--- config.mk ---
export PLATFORM = sky130hd
export DESIGN_NAME = rrs_ram
export DESIGN_NICKNAME = d
export VERILOG_FILES = /design/src/rrs_ram.sv
export SDC_FILE = /design/constraint.sdc
export NUM_CORES = 1
export LEC_CHECK = 0
export BUFFER_PORTS_ARGS = -buffer_cell sky130_fd_sc_hd__buf_2
export CAP_MARGIN = 5
export CORE_MARGIN = 5
export CORE_UTILIZATION = 57
export DETAILED_ROUTE_END_ITERATION = 6
export GPL_ROUTABILITY_DRIVEN = 0
export GPL_TIMING_DRIVEN = 0
export PLACE_DENSITY = 0.75
export SETUP_SLACK_MARGIN = 0.5
export SYNTH_ARGS = -nofsm -noshare
export SYNTH_HDL_FRONTEND = slang
export SYNTH_SLANG_ARGS = --single-unit
--- constraint.sdc ---
create_clock -name clk -period 2.3 [get_ports clk]
set_clock_uncertainty 0.15 [all_clocks]
set_input_delay 0.115 -clock clk [delete_from_list [all_inputs] [get_ports clk]]
set_output_delay 0.115 -clock clk [all_outputs]
set_load 0.02 [all_outputs]
--- src/rrs_ram.sv ---
// rrs_ram: generic simple dual-port RAM, one write and one registered read port
// no dependencies
`timescale 1ns / 1ps

module rrs_ram #(
    parameter int WIDTH = 8,
    parameter int DEPTH = 16
) (
    input  logic                     clk,
    input  logic                     we,
    input  logic [$clog2(DEPTH)-1:0] waddr,
    input  logic [WIDTH-1:0]         wdata,
    input  logic [$clog2(DEPTH)-1:0] raddr,
    output logic [WIDTH-1:0]         rdata
);

    logic [WIDTH-1:0] mem [DEPTH];
    logic [WIDTH-1:0] rdata_reg;

    // write port and registered read port
    always_ff @(posedge clk)
    begin
        if (we)
        begin
            mem[waddr] <= wdata;
        end
        rdata_reg <= mem[raddr];
    end

    assign rdata = rdata_reg;

endmodule

==> flow_summary.ini, run 1 <==
[run_status]
status = complete, but fails checks
violations = negative hold slack

[setup_path]
worstReg2RegEnd = rdata[1]$_DFF_P_
cp.required_ns = 2.53
cp-start-kind = input pin
ff2ff_setup_slack_ns = 0.70
critical_path_class = input pin to flop
crit_arrival_ns = 1.90
path_max_fanout = 10
r2r_start = mem[4][1]$_DFFE_PP_
reg2reg_depth = 3
worstSetupEndpointType = flop

[clock_tree]
clkLatencyLatePin_ns = 0.51
cts_hold_buf = 10
cts_root_buffer = clkbuf_8
cts_made_buffers = 17
post_cts_resized = 0
htree_levels = 4
cts.sinks = 136
cts_tree = done
path_clk_slew_ns = 0.06
post_cts_buffers = 0
clockBufferDepth = 2

[route]
detail_route.wl_per_cell_um = 24.2
detail-route-antenna-nets = 0
route.vias.total = 2501
drt_iter0_markers = 243
route.detailed.drc = 0
first_pass_iters = 5
routed_wl_mm = 9.78
vias_per_cell = 6.19

[sta]
final_hold_viol_count = 12
post-route-min-period_ns = 1.67
maxSlewViolCount = 0
rsz0062_at_grt = no
setup_viol = 0
hold_ws_ns = -0.0340
tightest_slew_ns = 1.27
max_freq_ghz = 0.600
relSlewSlack_pct = 14.5
period_share_pct = 72.4

[global_route]
grt_overflow = 0
grt_pass1_wl_mm = 15.2
antenna_found_initial = 0
grt_start_max_net_pins = 17
grtUsageTotal_pct = 19.3
grt_pass1_vias = 2531

[hold_path]
min_path_cells = 2
holdCritPathClass = input pin to flop
min_from = waddr[0]
min_to = mem[0][3]$_DFFE_PP_

[finish]
final_util_pct = 69.6
final_common_cell = edfxtp_1
nFillCells = 524
antenna_cells = 0
drive_above_1_share_pct = 28.4
mostFrequentLayoutCells = 128 x edfxtp_1, 27 x buf_2, 18 x mux4_2
largest_register_ffs = 128
seq_area_mm2 = 0.00400
final_nets = 301
stdcell_area_mm2 = 0.00610
areaGrowthSynthToFinish_pct = 18.5
multi_input_area_mm2 = 0.00106

[power]
p_leak_nw = 2.08
power_density_mw_per_mm2 = 938
peakVddDrop_v = 0.000610

[placed_design]
io_buffers = 24
hpwl_mm = 5.88
dpl_cell_area_mm2 = 0.00540

[logic_synthesis]
synth_top_area_share_pct = 74.7
synth_top_cell_by_area = edfxtp_1
ys_types = 19
syn_area_mm2 = 0.00515
synth_fp_nets = 247
syn_avg_cell_area_um2 = 22.5
yosysSeqAreaShare_pct = 77.8
synthCells = 229
synth_area_leaders = edfxtp_1 75%, mux4_2 7.9%, mux4_1 7.1%, dfxtp_1 3.1%, a22oi_1 2.3%
yosysWarningCount = 0
ys_ff_latch = 136

[floorplan]
die_area_mm2 = 0.0110
fp.dieH_um = 105
core-area_mm2 = 0.00876
rows = 34
boundaryPins = 26
initial_core_util_pct = 58.7
die_width_um = 105

[flow_run]
cap_violations = 0
[worst max-delay path by stage]
stage	startpoint	end	slack, ns
6_report	raddr[1]	rdata[7]$_DFF_P_	0.63
2_1_floorplan	waddr[2]	mem[0][0]$_DFFE_PP_	0.54
3_5_place_dp	waddr[2]	mem[0][4]$_DFFE_PP_	-0.02
3_3_place_gp	waddr[2]	mem[0][4]$_DFFE_PP_	0.002
5_1_grt	raddr[1]	rdata[7]$_DFF_P_	0.60
4_1_cts	waddr[2]	mem[0][6]$_DFFE_PP_	0.51
[power breakdown]
part / total, mW / switching (mW) / internal [mW]
Clock: 2.65 / 0.919 / 1.73
Combinational: 0.294 / 0.173 / 0.121
Sequential: 2.79 / 0.0134 / 2.77
Total: 5.73 / 1.11 / 4.62
[logic make-up after synthesis]
group                  Yosys count  share of synthesized area [%]
and+or+nand+nor                 35                           3.18
muxes                           32                           15.0
AOI/OAI and AO/OA               16                           2.33
DFF                            136                           77.8
buffers and inverters           10                           1.68
[cells in the mapped netlist, drive strengths merged]
library cell	count
dfxtp	8
nor2b	1
a22oi	16
and2	1
nand3	1
clkdlybuf4s25	3
or3b	1
buf	7
and2b	1
edfxtp	128
nand3b	2
nand2b	2
nor3	4
nand2	9
mux4	32
nor2	13
[worst max-delay path, stage by stage]
cell           delay [ns]
dlygate4sd3_1        0.53
buf_2                0.15
buf_2                0.30
mux4_2               0.39
a22oi_1              0.32
nand2_1              0.08
[per-stage QoR]
stage                     setup TNS [ns]  cells  total power [mW]  setup WS, ns
after global routing                   0    404              5.90         0.604
final                                  0    404              5.73         0.634
after floorplan                        0    229              3.00         0.542
after detailed placement          -0.123    361              3.11       -0.0158
after global placement                 0    361              3.10       0.00196
after CTS                              0    403              5.75         0.509
[routing by layer]
| metal | wire [µm] | track usage (%) | vias to the layer above |
|---|---|---|---|
| met5 | 0 | 0 | - |
| met4 | 228 | 7.95 | 0 |
| li1 | - | - | 1082 |
| met1 | 3870 | 27.8 | 1267 |
| met3 | 875 | 4.13 | 17 |
| met2 | 4800 | 29.0 | 135 |
[cell type report]
class / count / share of cell area, %
tap: 108 / 2.21
timing repair buffer: 35 / 3.69
multi-input combinational: 83 / 17.4
clock buffer: 23 / 7.65
sequential: 136 / 65.6
buffer: 10 / 1.41
clock inverter: 9 / 2.01
(Power assumes the default switching activity.)
==> run 2: changes to the inputs <==
--- a/config.mk
+++ b/config.mk
@@ -8,11 +8,11 @@
 export BUFFER_PORTS_ARGS = -buffer_cell sky130_fd_sc_hd__buf_2
 export CAP_MARGIN = 5
 export CORE_MARGIN = 5
-export CORE_UTILIZATION = 57
+export CORE_UTILIZATION = 54
 export DETAILED_ROUTE_END_ITERATION = 6
 export GPL_ROUTABILITY_DRIVEN = 0
 export GPL_TIMING_DRIVEN = 0
-export PLACE_DENSITY = 0.75
+export PLACE_DENSITY = 0.74
 export SETUP_SLACK_MARGIN = 0.5
 export SYNTH_ARGS = -nofsm -noshare
 export SYNTH_HDL_FRONTEND = slang
==> constraint.sdc (replaced) <==
create_clock -name clk -period 1.5 [get_ports clk]
set_clock_uncertainty 0.15 [all_clocks]
set_input_delay 0.075 -clock clk [delete_from_list [all_inputs] [get_ports clk]]
set_output_delay 0.075 -clock clk [all_outputs]
set_load 0.02 [all_outputs]
==> flow_summary.ini, run 2 (same netlist as run 1, synthesis figures left out) <==
[sta]
hold_ws_ns = -0.0529
rsz0062_at_grt = yes
setup_viol = 0
relSlewSlack_pct = 41.8
max_freq_ghz = 0.678
final_hold_viol_count = 34
tightest_slew_ns = 0.869
period_share_pct = 98.3
worst_slack_ns = 0.0261
maxSlewViolCount = 0
post-route-min-period_ns = 1.47

[hold_path]
holdCritPathClass = input pin to flop
min_path_cells = 3
min_from = waddr[2]

[placed_design]
io_buffers = 24
dpl_cell_area_mm2 = 0.00555
dp_slack_ns = -0.221
hpwl_mm = 5.99

[finish]
final_common_cell = edfxtp_1
largest_register_ffs = 128
mostFrequentLayoutCells = 128 x edfxtp_1, 32 x mux4_2, 19 x buf_2, 19 x clkbuf_16, 12 x nor2_4
drive_above_1_share_pct = 46.0
stdcell_area_mm2 = 0.00650
final_nets = 307
antenna_cells = 0
areaGrowthSynthToFinish_pct = 26.2

[flow_run]
cap_violations = 0

[floorplan]
rows = 35
die_width_um = 108
fp.dieH_um = 108
core-area_mm2 = 0.00928
initial_core_util_pct = 55.4
boundaryPins = 26
die_area_mm2 = 0.0116

[global_route]
grt_pass1_wl_mm = 15.3
grtUsageTotal_pct = 19.0
grt_overflow = 0
grt_start_max_net_pins = 17
grt_pass1_vias = 2661
antenna_found_initial = 0

[setup_path]
reg2reg_depth = 3
cp-start-kind = flop
cp.required_ns = 1.73
worstSetupEndpointType = flop
critical_path_class = flop to flop
r2r_start = mem[3][4]$_DFFE_PP_
cp-startpoint = mem[3][4]$_DFFE_PP_
crit_arrival_ns = 1.71
path_max_fanout = 1

[route]
vias_per_cell = 5.71
route.vias.total = 2463
detail-route-antenna-nets = 0
drt_iter0_markers = 227
first_pass_iters = 4
detail_route.wl_per_cell_um = 23.0
route.detailed.drc = 0
routed_wl_mm = 9.92

[power]
power_density_mw_per_mm2 = 1370
p_leak_nw = 2.12
peakVddDrop_v = 0.000747
p_total_mw = 8.93

[run_status]
status = complete, but fails checks
violations = negative hold slack

[clock_tree]
htree_levels = 4
cts_made_buffers = 17
cts_tree = done
clockBufferDepth = 2
cts.sinks = 136
cts_root_buffer = clkbuf_8
clkLatencyLatePin_ns = 0.51
path_clk_slew_ns = 0.06
cts_hold_buf = 8
[run 2: cell types whose count changed in the layout (fill, tap and decap cells not counted), moves of 5 or more]
| cell | delta |
|---|---|
| a22oi_1 | -6 |
| dfxtp_1 | -7 |
| buf_6 | +5 |
| mux4_1 | -14 |
| buf_12 | +9 |
| buf_2 | -8 |
| a22oi_2 | +6 |
| mux4_2 | +14 |
| nor2_1 | -12 |
| dfxtp_2 | +7 |
| nor2_4 | +12 |
[run 2: cell type report]
class,instances,area (µm²)
Timing Repair Buffer,41,393
Buffer,10,120
Tap cell,129,161
Fill cell,579,2790
Multi-Input combinational cell,83,1190
Sequential cell,136,4010
Clock buffer,24,534
Clock inverter,8,81.3
[run 2: report_power, final]
part	switching (mW)	internal [mW]	total [mW]	leakage, nW
Combinational	0.296	0.253	0.549	0.610
Sequential	0.0267	4.25	4.28	1.22
Clock	1.47	2.63	4.10	0.287
[run 2: metrics by stage]
stage / cells / TNS (ns) / hold slack [ns] / utilization [%]
after floorplan: 229 / 0 / 0.0239 / -
after global placement: 382 / -8.29 / 0.310 / 59.7
after detailed placement: 382 / -9.03 / 0.316 / 59.7
after CTS: 425 / 0 / -0.0764 / 69.0
after global routing: 431 / -0.0240 / -0.0581 / 70.0
final: 431 / 0 / -0.0529 / 70.0
[run 2: path summary, 6_finish.rpt]
kind              slack, ns              endpoint
setup / recovery       0.03      rdata[4]$_DFF_P_
hold / removal        -0.05  mem[15][2]$_DFFE_PP_
setup reg to reg       0.03      rdata[4]$_DFF_P_
hold reg to reg        0.54      rdata[3]$_DFF_P_
[run 2: what timing repair did]
action | 4_1_cts | 5_1_grt
pin swaps | 5 | 4
endpoints found under the setup margin | 80 | 76
resized for setup | 32 | 2
setup buffers | 3 | 6
hold endpoints to repair | 162 | 34
[run 2: per-layer routing]
layer	up-vias	routed length (µm)	track usage [%]
li1	1085	-	-
met1	1271	3840	24.3
met5	-	0	0
met3	8	642	4.62
met2	99	5350	32.4
met4	0	89	5.95
[run 2: critical path, stage by stage (launching register included)]
cell	delay, ns
edfxtp_1	0.37
mux4_2	0.49
a22oi_2	0.25
nand2_1	0.10
